`src/sv/atm_epd_pkg.sv`:
```
// Shared types and constants for the ATM EPD cell admission block.
`default_nettype none
package atm_epd_pkg;

  localparam int VC_COUNT = 1024;
  localparam int VC_W     = (VC_COUNT > 1) ? $clog2(VC_COUNT) : 1;
  localparam int CNT_W    = 16;
  localparam int VCI_W    = 16;
  localparam int OUT_DATA_W = 40;

  typedef enum logic [1:0] {
    FN_AAL5  = 2'd0,
    FN_CBR   = 2'd1,
    FN_SERVE = 2'd2,
    FN_NOP   = 2'd3
  } func_t;

  typedef enum logic [2:0] {
    STS_QUEUED   = 3'd0,
    STS_EPD      = 3'd1,
    STS_OVERFLOW = 3'd2,
    STS_ILLEGAL  = 3'd3,
    STS_SERVICE  = 3'd4
  } status_t;

  typedef enum logic [1:0] {
    FROM_NONE = 2'd0,
    FROM_CBR  = 2'd1,
    FROM_AAL5 = 2'd2
  } from_t;

  typedef enum logic [1:0] {
    CFG_EPD_THRESHOLD = 2'd0,
    CFG_AAL5_CAPACITY = 2'd1,
    CFG_CBR_CAPACITY  = 2'd2,
    CFG_PASS_EOF      = 2'd3
  } cfg_index_t;

  typedef enum logic [1:0] {
    ST_CLEAR,
    ST_IDLE,
    ST_RMW
  } state_t;

  localparam logic [15:0] RST_EPD_THRESHOLD = 16'd600;
  localparam logic [15:0] RST_AAL5_CAPACITY = 16'd1000;
  localparam logic [15:0] RST_CBR_CAPACITY  = 16'd100;

endpackage
`default_nettype wire

```
`src/sv/atm_epd_ram.sv`:
```
// Generic single-port-write, single-port-read RAM with registered read data.
`default_nettype none
module atm_epd_ram #(
  parameter int WIDTH = 2,
  parameter int DEPTH = 1024,
  parameter int AW    = (DEPTH > 1) ? $clog2(DEPTH) : 1
) (
  input  wire logic             clk,
  input  wire logic             we,
  input  wire logic [AW-1:0]    waddr,
  input  wire logic [WIDTH-1:0] wdata,
  input  wire logic             re,
  input  wire logic [AW-1:0]    raddr,
  output logic      [WIDTH-1:0] rdata
);

  logic [WIDTH-1:0] mem [DEPTH];

  always_ff @(posedge clk) begin
    if (we) begin
      mem[waddr] <= wdata;
    end
    if (re) begin
      rdata <= mem[raddr];
    end
  end

endmodule
`default_nettype wire

```
`src/sv/atm_epd_cell_admission_core.sv`:
```
// Top level of the ATM cell admission block with early packet discard.
//
// Input channel in_*: in_tuser[1:0] carries the function (AAL5 arrival,
// non-AAL5 arrival, service), in_tdata[15:0] the VCI and in_tlast the
// end-of-frame bit of an AAL5 cell. Result channel out_*: out_tuser the
// status code, out_tdata the served queue and both queue occupancies.
// Configuration registers are written through cfg_we/cfg_index/cfg_wdata.
//
// Each item passes through ST_IDLE and ST_RMW: the per-VC frame state
// RAM is read in the accept cycle and written back in ST_RMW, where the
// result is loaded into the output register; ST_RMW waits while a held
// result is not taken. A new item is accepted only once ST_RMW is left.
// A function code of three is consumed and produces no result.
//
// After reset the frame state RAM is swept to "frame start, accepted",
// one entry a cycle, over all VC_COUNT entries; in_tready stays low
// meanwhile. A stalled receiver holds the result in the output register;
// one further item may be accepted and waits for the register to drain.
`default_nettype none
module atm_epd_cell_admission_core (
  input  wire logic        clk,
  input  wire logic        rst_n,
  input  wire logic        in_tvalid,
  output logic             in_tready,
  input  wire logic [15:0] in_tdata,   // vci
  input  wire logic [1:0]  in_tuser,   // func
  input  wire logic        in_tlast,   // end_of_frame
  output logic             out_tvalid,
  input  wire logic        out_tready,
  output logic [39:0]      out_tdata,  // served_from[1:0], aal5_length[17:2],
                                       // cbr_length[33:18], zero fill
  output logic [2:0]       out_tuser,  // status
  input  wire logic        cfg_we,
  input  wire atm_epd_pkg::cfg_index_t cfg_index,
  input  wire logic [15:0] cfg_wdata
);
  import atm_epd_pkg::*;

  state_t state_r, state_nxt;
  logic [VC_W-1:0] clr_cnt_r, clr_cnt_nxt;

  logic [15:0] epd_threshold_r, aal5_capacity_r, cbr_capacity_r;
  logic        pass_eof_r;

  logic [CNT_W-1:0] aal5_count_r, aal5_count_nxt;
  logic [CNT_W-1:0] cbr_count_r, cbr_count_nxt;

  func_t            func_r;
  logic [VCI_W-1:0] vci_r;
  logic             eof_r;

  logic             out_valid_r, out_valid_nxt;
  status_t          out_status_r, status_nxt;
  from_t            out_from_r, from_nxt;
  logic [CNT_W-1:0] out_aal5_r, out_cbr_r;

  logic            ram_we;
  logic [VC_W-1:0] ram_waddr;
  logic [1:0]      ram_wdata;
  logic [1:0]      ram_rdata;
  logic            in_accept;
  logic            go;
  logic            vci_ok;
  logic            fs_nxt, fa_nxt;
  logic            st_we;

  assign in_tready = (state_r == ST_IDLE);
  assign in_accept = in_tvalid && in_tready;
  assign go        = !out_valid_r || out_tready;
  assign vci_ok    = ({1'b0, vci_r} < 17'(VC_COUNT));

  atm_epd_ram #(
    .WIDTH (2),
    .DEPTH (VC_COUNT)
  ) u_vc_ram (
    .clk   (clk),
    .we    (ram_we),
    .waddr (ram_waddr),
    .wdata (ram_wdata),
    .re    (in_accept),
    .raddr (in_tdata[VC_W-1:0]),
    .rdata (ram_rdata)
  );

  always_ff @(posedge clk) begin
    if (!rst_n) begin
      epd_threshold_r <= RST_EPD_THRESHOLD;
      aal5_capacity_r <= RST_AAL5_CAPACITY;
      cbr_capacity_r  <= RST_CBR_CAPACITY;
      pass_eof_r      <= 1'b0;
    end else if (cfg_we) begin
      case (cfg_index)
        CFG_EPD_THRESHOLD: epd_threshold_r <= cfg_wdata;
        CFG_AAL5_CAPACITY: aal5_capacity_r <= cfg_wdata;
        CFG_CBR_CAPACITY:  cbr_capacity_r  <= cfg_wdata;
        CFG_PASS_EOF:      pass_eof_r      <= cfg_wdata[0];
        default: ;
      endcase
    end
  end

  always_comb begin
    state_nxt      = state_r;
    clr_cnt_nxt    = clr_cnt_r;
    aal5_count_nxt = aal5_count_r;
    cbr_count_nxt  = cbr_count_r;
    out_valid_nxt  = out_valid_r && !out_tready;
    status_nxt     = STS_QUEUED;
    from_nxt       = FROM_NONE;
    fs_nxt         = ram_rdata[1];
    fa_nxt         = ram_rdata[0];
    st_we          = 1'b0;
    ram_we         = 1'b0;
    ram_waddr      = vci_r[VC_W-1:0];
    ram_wdata      = {fs_nxt, fa_nxt};
    case (state_r)
      ST_CLEAR: begin
        ram_we      = 1'b1;
        ram_waddr   = clr_cnt_r;
        ram_wdata   = 2'b11;
        clr_cnt_nxt = clr_cnt_r + 1'b1;
        if (clr_cnt_r == VC_W'(VC_COUNT - 1)) begin
          state_nxt = ST_IDLE;
        end
      end
      ST_IDLE: begin
        if (in_accept) begin
          state_nxt = ST_RMW;
        end
      end
      ST_RMW: begin
        if (go) begin
          state_nxt     = ST_IDLE;
          out_valid_nxt = (func_r != FN_NOP);
          case (func_r)
            FN_SERVE: begin
              status_nxt = STS_SERVICE;
              if (cbr_count_r != '0) begin
                cbr_count_nxt = cbr_count_r - 1'b1;
                from_nxt      = FROM_CBR;
              end else if (aal5_count_r != '0) begin
                aal5_count_nxt = aal5_count_r - 1'b1;
                from_nxt       = FROM_AAL5;
              end
            end
            FN_CBR: begin
              if (cbr_count_r < cbr_capacity_r) begin
                cbr_count_nxt = cbr_count_r + 1'b1;
                status_nxt    = STS_QUEUED;
              end else begin
                status_nxt = STS_OVERFLOW;
              end
            end
            FN_AAL5: begin
              if (!vci_ok) begin
                status_nxt = STS_ILLEGAL;
              end else begin
                st_we = 1'b1;
                if (ram_rdata[1]) begin
                  fs_nxt = 1'b0;
                  fa_nxt = (aal5_count_r < epd_threshold_r);
                end
                if (eof_r) begin
                  fs_nxt = 1'b1;
                  if (pass_eof_r || fa_nxt) begin
                    if (aal5_count_r < aal5_capacity_r) begin
                      aal5_count_nxt = aal5_count_r + 1'b1;
                      status_nxt     = STS_QUEUED;
                    end else begin
                      status_nxt = STS_OVERFLOW;
                    end
                  end else begin
                    status_nxt = STS_EPD;
                  end
                end else if (fa_nxt) begin
                  if (aal5_count_r < aal5_capacity_r) begin
                    aal5_count_nxt = aal5_count_r + 1'b1;
                    status_nxt     = STS_QUEUED;
                  end else begin
                    status_nxt = STS_OVERFLOW;
                    fa_nxt     = 1'b0;
                  end
                end else begin
                  status_nxt = STS_EPD;
                end
                ram_we    = st_we;
                ram_wdata = {fs_nxt, fa_nxt};
              end
            end
            default: ;
          endcase
        end
      end
      default: state_nxt = ST_IDLE;
    endcase
  end

  always_ff @(posedge clk) begin
    if (!rst_n) begin
      state_r      <= ST_CLEAR;
      clr_cnt_r    <= '0;
      aal5_count_r <= '0;
      cbr_count_r  <= '0;
      out_valid_r  <= 1'b0;
    end else begin
      state_r      <= state_nxt;
      clr_cnt_r    <= clr_cnt_nxt;
      aal5_count_r <= aal5_count_nxt;
      cbr_count_r  <= cbr_count_nxt;
      out_valid_r  <= out_valid_nxt;
    end
  end

  always_ff @(posedge clk) begin
    if (in_accept) begin
      func_r <= func_t'(in_tuser);
      vci_r  <= in_tdata;
      eof_r  <= in_tlast;
    end
    if (state_r == ST_RMW && go) begin
      out_status_r <= status_nxt;
      out_from_r   <= from_nxt;
      out_aal5_r   <= aal5_count_nxt;
      out_cbr_r    <= cbr_count_nxt;
    end
  end

  assign out_tvalid = out_valid_r;
  assign out_tuser  = out_status_r;
  assign out_tdata  = {6'd0, out_cbr_r, out_aal5_r, out_from_r};

  a_no_result_in_clear: assert property (@(posedge clk) disable iff (!rst_n)
    state_r == ST_CLEAR |-> !out_tvalid)
    else $error("result presented during frame state sweep");

  a_result_follows_item: assert property (@(posedge clk) disable iff (!rst_n)
    (state_r == ST_RMW && go && func_r != FN_NOP) |=> out_tvalid)
    else $error("processed item gave no result");

  a_from_only_on_service: assert property (@(posedge clk) disable iff (!rst_n)
    (out_tvalid && out_tuser != STS_SERVICE) |-> out_tdata[1:0] == FROM_NONE)
    else $error("served queue set on an arrival");

  a_no_accept_while_busy: assert property (@(posedge clk) disable iff (!rst_n)
    (state_r == ST_RMW && !go) |=> !in_tready)
    else $error("input taken while an item is held");

endmodule
`default_nettype wire
```
`config.mk`:
```
export PLATFORM = sky130hd
export DESIGN_NAME = atm_epd_cell_admission_core
export DESIGN_NICKNAME = d
export VERILOG_FILES = /design/src/sv/atm_epd_pkg.sv /design/src/sv/atm_epd_ram.sv /design/src/sv/atm_epd_cell_admission_core.sv
export SDC_FILE = /design/constraint.sdc
export NUM_CORES = 2
export LEC_CHECK = 0
export ABC_AREA = 0
export BUFFER_PORTS_ARGS = -buffer_cell sky130_fd_sc_hd__buf_2
export CAP_MARGIN = 20
export CORE_UTILIZATION = 40
export CTS_CLUSTER_SIZE = 12
export DETAILED_ROUTE_END_ITERATION = 8
export PLACE_DENSITY = 0.51
export SLEW_MARGIN = 20
export SYNTH_ARGS = -nofsm -noshare
export SYNTH_HDL_FRONTEND = slang
export SYNTH_SLANG_ARGS = --single-unit
export TNS_END_PERCENT = 5
```
`constraint.sdc`:
```
create_clock -name clk -period 144.6 [get_ports clk]
set_input_delay 28.92 -clock clk [delete_from_list [all_inputs] [get_ports clk]]
set_output_delay 28.92 -clock clk [all_outputs]
set_load 0.02 [all_outputs]
```
# ---- Yosys cells after proc, flatten, opt, wreduce, memory -nomap -nowiden
# Memories as Yosys holds them, arrays and structs flattened. A register that Yosys moved wholly into a read port is not among the register bits.
# Index checks and enable logic that the tools add are counted.
dict set report word_totals {
  ff_bits 150
  ramBits 2048
  output_inout_bits 45
  wordCells 112
  n_memories 1
}
# name depth word_bits rd rd_clocked_by_memory_dff write_ports line
set memory_table {}
lappend memory_table {u_vc_ram.mem 1024 2 1 1 1 atm_epd_ram.sv:17} ;# logic [WIDTH-1:0] mem [DEPTH];
dict set report op_classes {
  addsub 5
  order_cmp 4
  n_eq_ne 12
  muxes 50
  n_bitwise 3
  n_reduce_logical 20
}
# operator n
set ops {}
lappend ops {{2-to-1 mux 16 bit} 13}
lappend ops {{case mux 16 bit (2 select lines)} 2}
lappend ops {{less-than comparator 16 bit} 3}
lappend ops {{adder 16 x 1 -> 16 bit (second input constant)} 2}
lappend ops {{nonzero test 16 bit} 2}
lappend ops {{subtractor 16 x 1 -> 16 bit (second input constant)} 2}
lappend ops {{2-to-1 mux 2 bit} 9}
lappend ops {{2-to-1 mux 1 bit} 17}
lappend ops {{less-than comparator 16 x 11 -> 1 bit (second input constant)} 1}
lappend ops {{2-to-1 mux 3 bit} 4}
lappend ops {{adder 10 x 1 -> 10 bit (second input constant)} 1}
lappend ops {{equality test 10 bit (second input constant)} 1}
lappend ops {{2-to-1 mux 10 bit} 1}
lappend ops {{AND reduction 2 bit} 5}
lappend ops {{case mux 3 bit (3 select lines)} 1}
lappend ops {{equality test 2 bit (second input constant)} 4}
lappend ops {{equality test 2 x 1 -> 1 bit (second input constant)} 3}
lappend ops {{logical NOT 2 bit} 3}
lappend ops {{!= test 2 bit (second input constant)} 3}
lappend ops {{case mux 2 bit (3 select lines)} 1}
lappend ops {{AND reduction 3 bit} 2}
lappend ops {{case mux 2 bit (2 select lines)} 1}
lappend ops {{OR reduction 4 bit} 1}
lappend ops {{logical AND 1 bit} 3}
lappend ops {{other kinds (5)} 9}

# ---- Logic depth before layout (Yosys ltp)
dict set report depth {
  word_depth 13
  depth_mapped 13
  mapped_depth_nobuf 10
}

# ---- Cells and area by module
# From an unflattened synthesis, not the netlist that was laid out.
dict set report hier_totals {
  hier_cells 5807
  hier_area_um2 92542.5
}
# module n_inst cells_each area_per_inst_um2
set by_module_without_submodules {}
lappend by_module_without_submodules {atm_epd_ram 1 4793 83777.8}
lappend by_module_without_submodules {atm_epd_cell_admission_core 1 1014 8764.7}

# ---- Worst setup path before layout
# Ideal clock, no wire load.
dict set report synth_path {
  path_kind {input to register}
  from {in out_tready}
  to {mem u_vc_ram.mem[0][0] (data pin)}
  arrival_time_ns 70.414
  path_slack_ns 65.885
  cell_stages 3
  n_path_buf 0
  cell_sequence {nand2b_1 -> nand4b_1 -> o31ai_1}
}
dict set report synth_between {
  elab_chain_len 3
}
# element line
set synth_rtl {}
lappend synth_rtl {{start: declaration} atm_epd_cell_admission_core.sv:29} ;# input wire logic out_tready,
lappend synth_rtl {{logical OR 1 bit} atm_epd_cell_admission_core.sv:69} ;# assign go = !out_valid_r || out_tready;
lappend synth_rtl {{2-to-1 mux 2 bit} atm_epd_cell_admission_core.sv:132} ;# if (go) begin
lappend synth_rtl {{case mux 2 bit (2 select lines)} atm_epd_cell_admission_core.sv:116} ;# case (state_r)
lappend synth_rtl {{via ram_wdata[0]} atm_epd_cell_admission_core.sv:59} ;# logic [1:0] ram_wdata;
lappend synth_rtl {{end: declaration} atm_epd_ram.sv:17}
# The timed path passes the listed nets, and every way through them passes these cells.

==> reports/results.txt <==
Status = finished clean
Yosys cell types = 87
Top-count cell post-synth = edfxtp_1
RD Place Congestion = 0.8413
All-layer global routing usage = 0.2306
Yosys top cell area share = 0.6910
Setup TNS = 0 ns
Area Overhead vs Synth = 11.64%
I/O pins = 87
CTS Buffer Depth = 3
Post-CTS setup buffers = 0
Via density = 5.803
Antenna violations before repair = 7
Fin crit period = 33.52 ns
CTS tree = yes
Avg Inst Size Synth = 15.97 µm²
Core Footprint = 227,300 µm²
Clk sinks = 2,200
Mapped Area = 91,510 µm²
Top_reg_cell synth = edfxtp_1
Fill cells = 19,860
Final Skew = 0.04456 ns
Post-synthesis sequential area ratio = 0.7116
Top cells by area, synth = edfxtp_1 (69%), mux4_2 (11%), nor2_1 (4.6%)
Gr ovfl total = 0
CP Launch Type = input port
Worst Tran Pin Value = 1.160 ns
H-Tree Depth = 4
RSZ-0062 raised after global routing = false
Synth cell count leaders = edfxtp_1 (2,106), nor2_1 (1,125), mux4_2 (460), nand2_1 (287), clkbuf_1 (220)
Cts bufs inserted = 228
Sequential cell area = 65,120 µm²
WL final = 265.9 mm
Final instance area = 102,200 µm²
Final Max Tran Viols = 0
Post-synth EDFFs = 2,106
Place WS = 109.98 ns
Post-cts resize count = 0
Die H = 480.3 µm
Post-detail-place hpwl = 153.3 mm
Largest net degree at the start of global routing = 221
DP Area = 95,290 µm²
DR WL/cell = 29.72 µm
Area of the multi-input gates = 24,520 µm²
Vias after detailed routing = 51,930
Arrival time at the worst endpoint = 34.14 ns
Remaining antenna violation count = 0
Die extent in x = 480.3 µm
Clock transition at the registers of the reported paths = 0.06 ns
First-pass iteration count of the detailed router = 5
Async set-reset flop share out of synthesis = 0
Rel. slew slack = 0.2236
#FFs+latches synth = 2,200
Worst Setup Slack, final = 111.08 ns
DIE AREA = 230,700 µm²
Initial drt markers = 5,070
Root Driver = clkbuf_16
Crit-path max FO = 75
Worst Hold Class = flop to flop
YS warnings = 0
Proportion of layout cells with a drive suffix above 1 = 0.1760
Number of placement rows = 175
Worst skew pair latency = 0.90 ns
DRC violations left = 0
Starting density of the core = 0.4026
Period Utilization, post-route = 0.2318
Worst vdd ir = 0.00001305 V
First-pass GRT wire length = 381.9 mm
Final setup fails = 0
CP required = 145.22 ns
Post-CTS Hold Buffers = 0
Maxcap violations = 0
Final Hold Fails = 0
Max Fclk = 29.83 MHz
Pwr Density = 12.60 nW/µm²
Yosys top cell by area = edfxtp_1
I/O Buffers = 80
CP endpoint kind = flop
Power, Total = 1.287 mW
Nets = 5,856
CP Class = input port to flop
Vias in the first global route = 53,220
Static Leak = 30.82 nW
Mapped Cells = 5,731
[cells in the final DEF (no fill, tap or decap), types with 11 or more instances in the layout]
cell       instances
edfxtp_1        2106
nor2_1          1120
mux4_2           460
nand2_1          254
clkbuf_16        229
mux2i_1          196
buf_4            142
a21oi_1          118
dfxtp_1           94
buf_2             75
clkbuf_1          71
inv_1             70
nor3_1            67
o21ai_0           63
a22oi_1           62
clkinv_1          57
ha_1              57
nand3_1           56
o22ai_1           52
a211oi_1          39
o211ai_1          29
nand4_1           28
and2_1            27
a221oi_1          27
and3_1            25
nor4_1            25
clkinv_2          25
nand2_2           24
a31oi_1           22
nand2b_1          18
or4_1             15
or3_1             15
a22o_1            15
o2111ai_1         11
nand3b_1          11
o221ai_1          11
[worst paths after layout]
check                                         from  depth (start not counted)  slack, ns                                to
setup / recovery                       in_tdata[0]                         11     111.08       u_vc_ram.rdata[1]$_DFFE_PP_
hold / removal    aal5_capacity_r[12]$_SDFFE_PN0P_                          2       0.46  aal5_capacity_r[12]$_SDFFE_PN0P_
setup reg to reg       aal5_count_r[11]$_SDFF_PN0_                         11     139.15    u_vc_ram.mem[470][0]$_DFFE_PP_
hold reg to reg   aal5_capacity_r[12]$_SDFFE_PN0P_                          2       0.46  aal5_capacity_r[12]$_SDFFE_PN0P_
[cell families after synthesis]
family / count (synthesis) / synth area share
AO/OA/AOI/OAI: 540 / 0.04050
XOR/XNOR: 10 / 0.0009570
adder cells (fa/ha/maj): 57 / 0.007793
buffers and inverters: 508 / 0.02283
flip-flops: 2200 / 0.7116
multiplexers: 659 / 0.1350
other: 1 / 0.00004098
AND/OR/NAND/NOR: 1756 / 0.08125
[state kept, by name, summed over array words and instances, names as in the netlist]
register,cells
u_vc_ram.mem,2048
aal5_capacity_r,16
aal5_count_r,16
cbr_capacity_r,16
cbr_count_r,16
epd_threshold_r,16
out_aal5_r,16
out_cbr_r,16
vci_r,16
clr_cnt_r,10
out_tuser,3
func_r,2
out_from_r,2
state_r,2
u_vc_ram.rdata,2
eof_r,1
out_tvalid,1
pass_eof_r,1
[critical path, cell delays in order]
cell and delay [ns]:
buf_8 0.63, buf_4 0.85, buf_12 0.51, buf_4 0.67
buf_4 0.56, mux4_2 0.57, a211oi_1 0.27, o21ai_0 0.13
o2111ai_1 0.23, nor4_1 0.13, or4_1 0.51
[metrics by stage]
stage | hold slack (ns) | utilization | instances
floorplan | 0.4363 | - | 5736
global placement | 0.4444 | 0.4192 | 8536
detailed placement | 0.4494 | 0.4193 | 8536
CTS | 0.4577 | 0.4495 | 8947
global route | 0.4703 | 0.4495 | 8948
finish | 0.4568 | 0.4495 | 8949
[routing by layer]
layer / vias to the layer above / wire [µm] / GRT usage
met5: - / 0 / 0
met4: 0 / 7237 / 0.06786
met3: 347 / 15600 / 0.03201
met2: 1740 / 131200 / 0.3868
met1: 27580 / 111900 / 0.3125
li1: 22260 / - / -
[cell type report]
class,instances,area share
diodes,2,0.00004899
clock buffers,302,0.05897
clock inverters,109,0.008230
inverters,73,0.002682
multi-input cells,3028,0.2400
flip-flops and latches,2200,0.6374
well taps,3009,0.03685
repair buffers,226,0.01577
[power by group]
part / switching [mW] / internal [mW] / leakage, nW
Clock: 0.246 / 0.304 / 3.32
Combinational: 0.0307 / 0.0180 / 8.54
Sequential: 0.000323 / 0.688 / 19.0
Total: 0.277 / 1.01 / 30.8
Note: power is estimated with default switching activity, not from simulation.
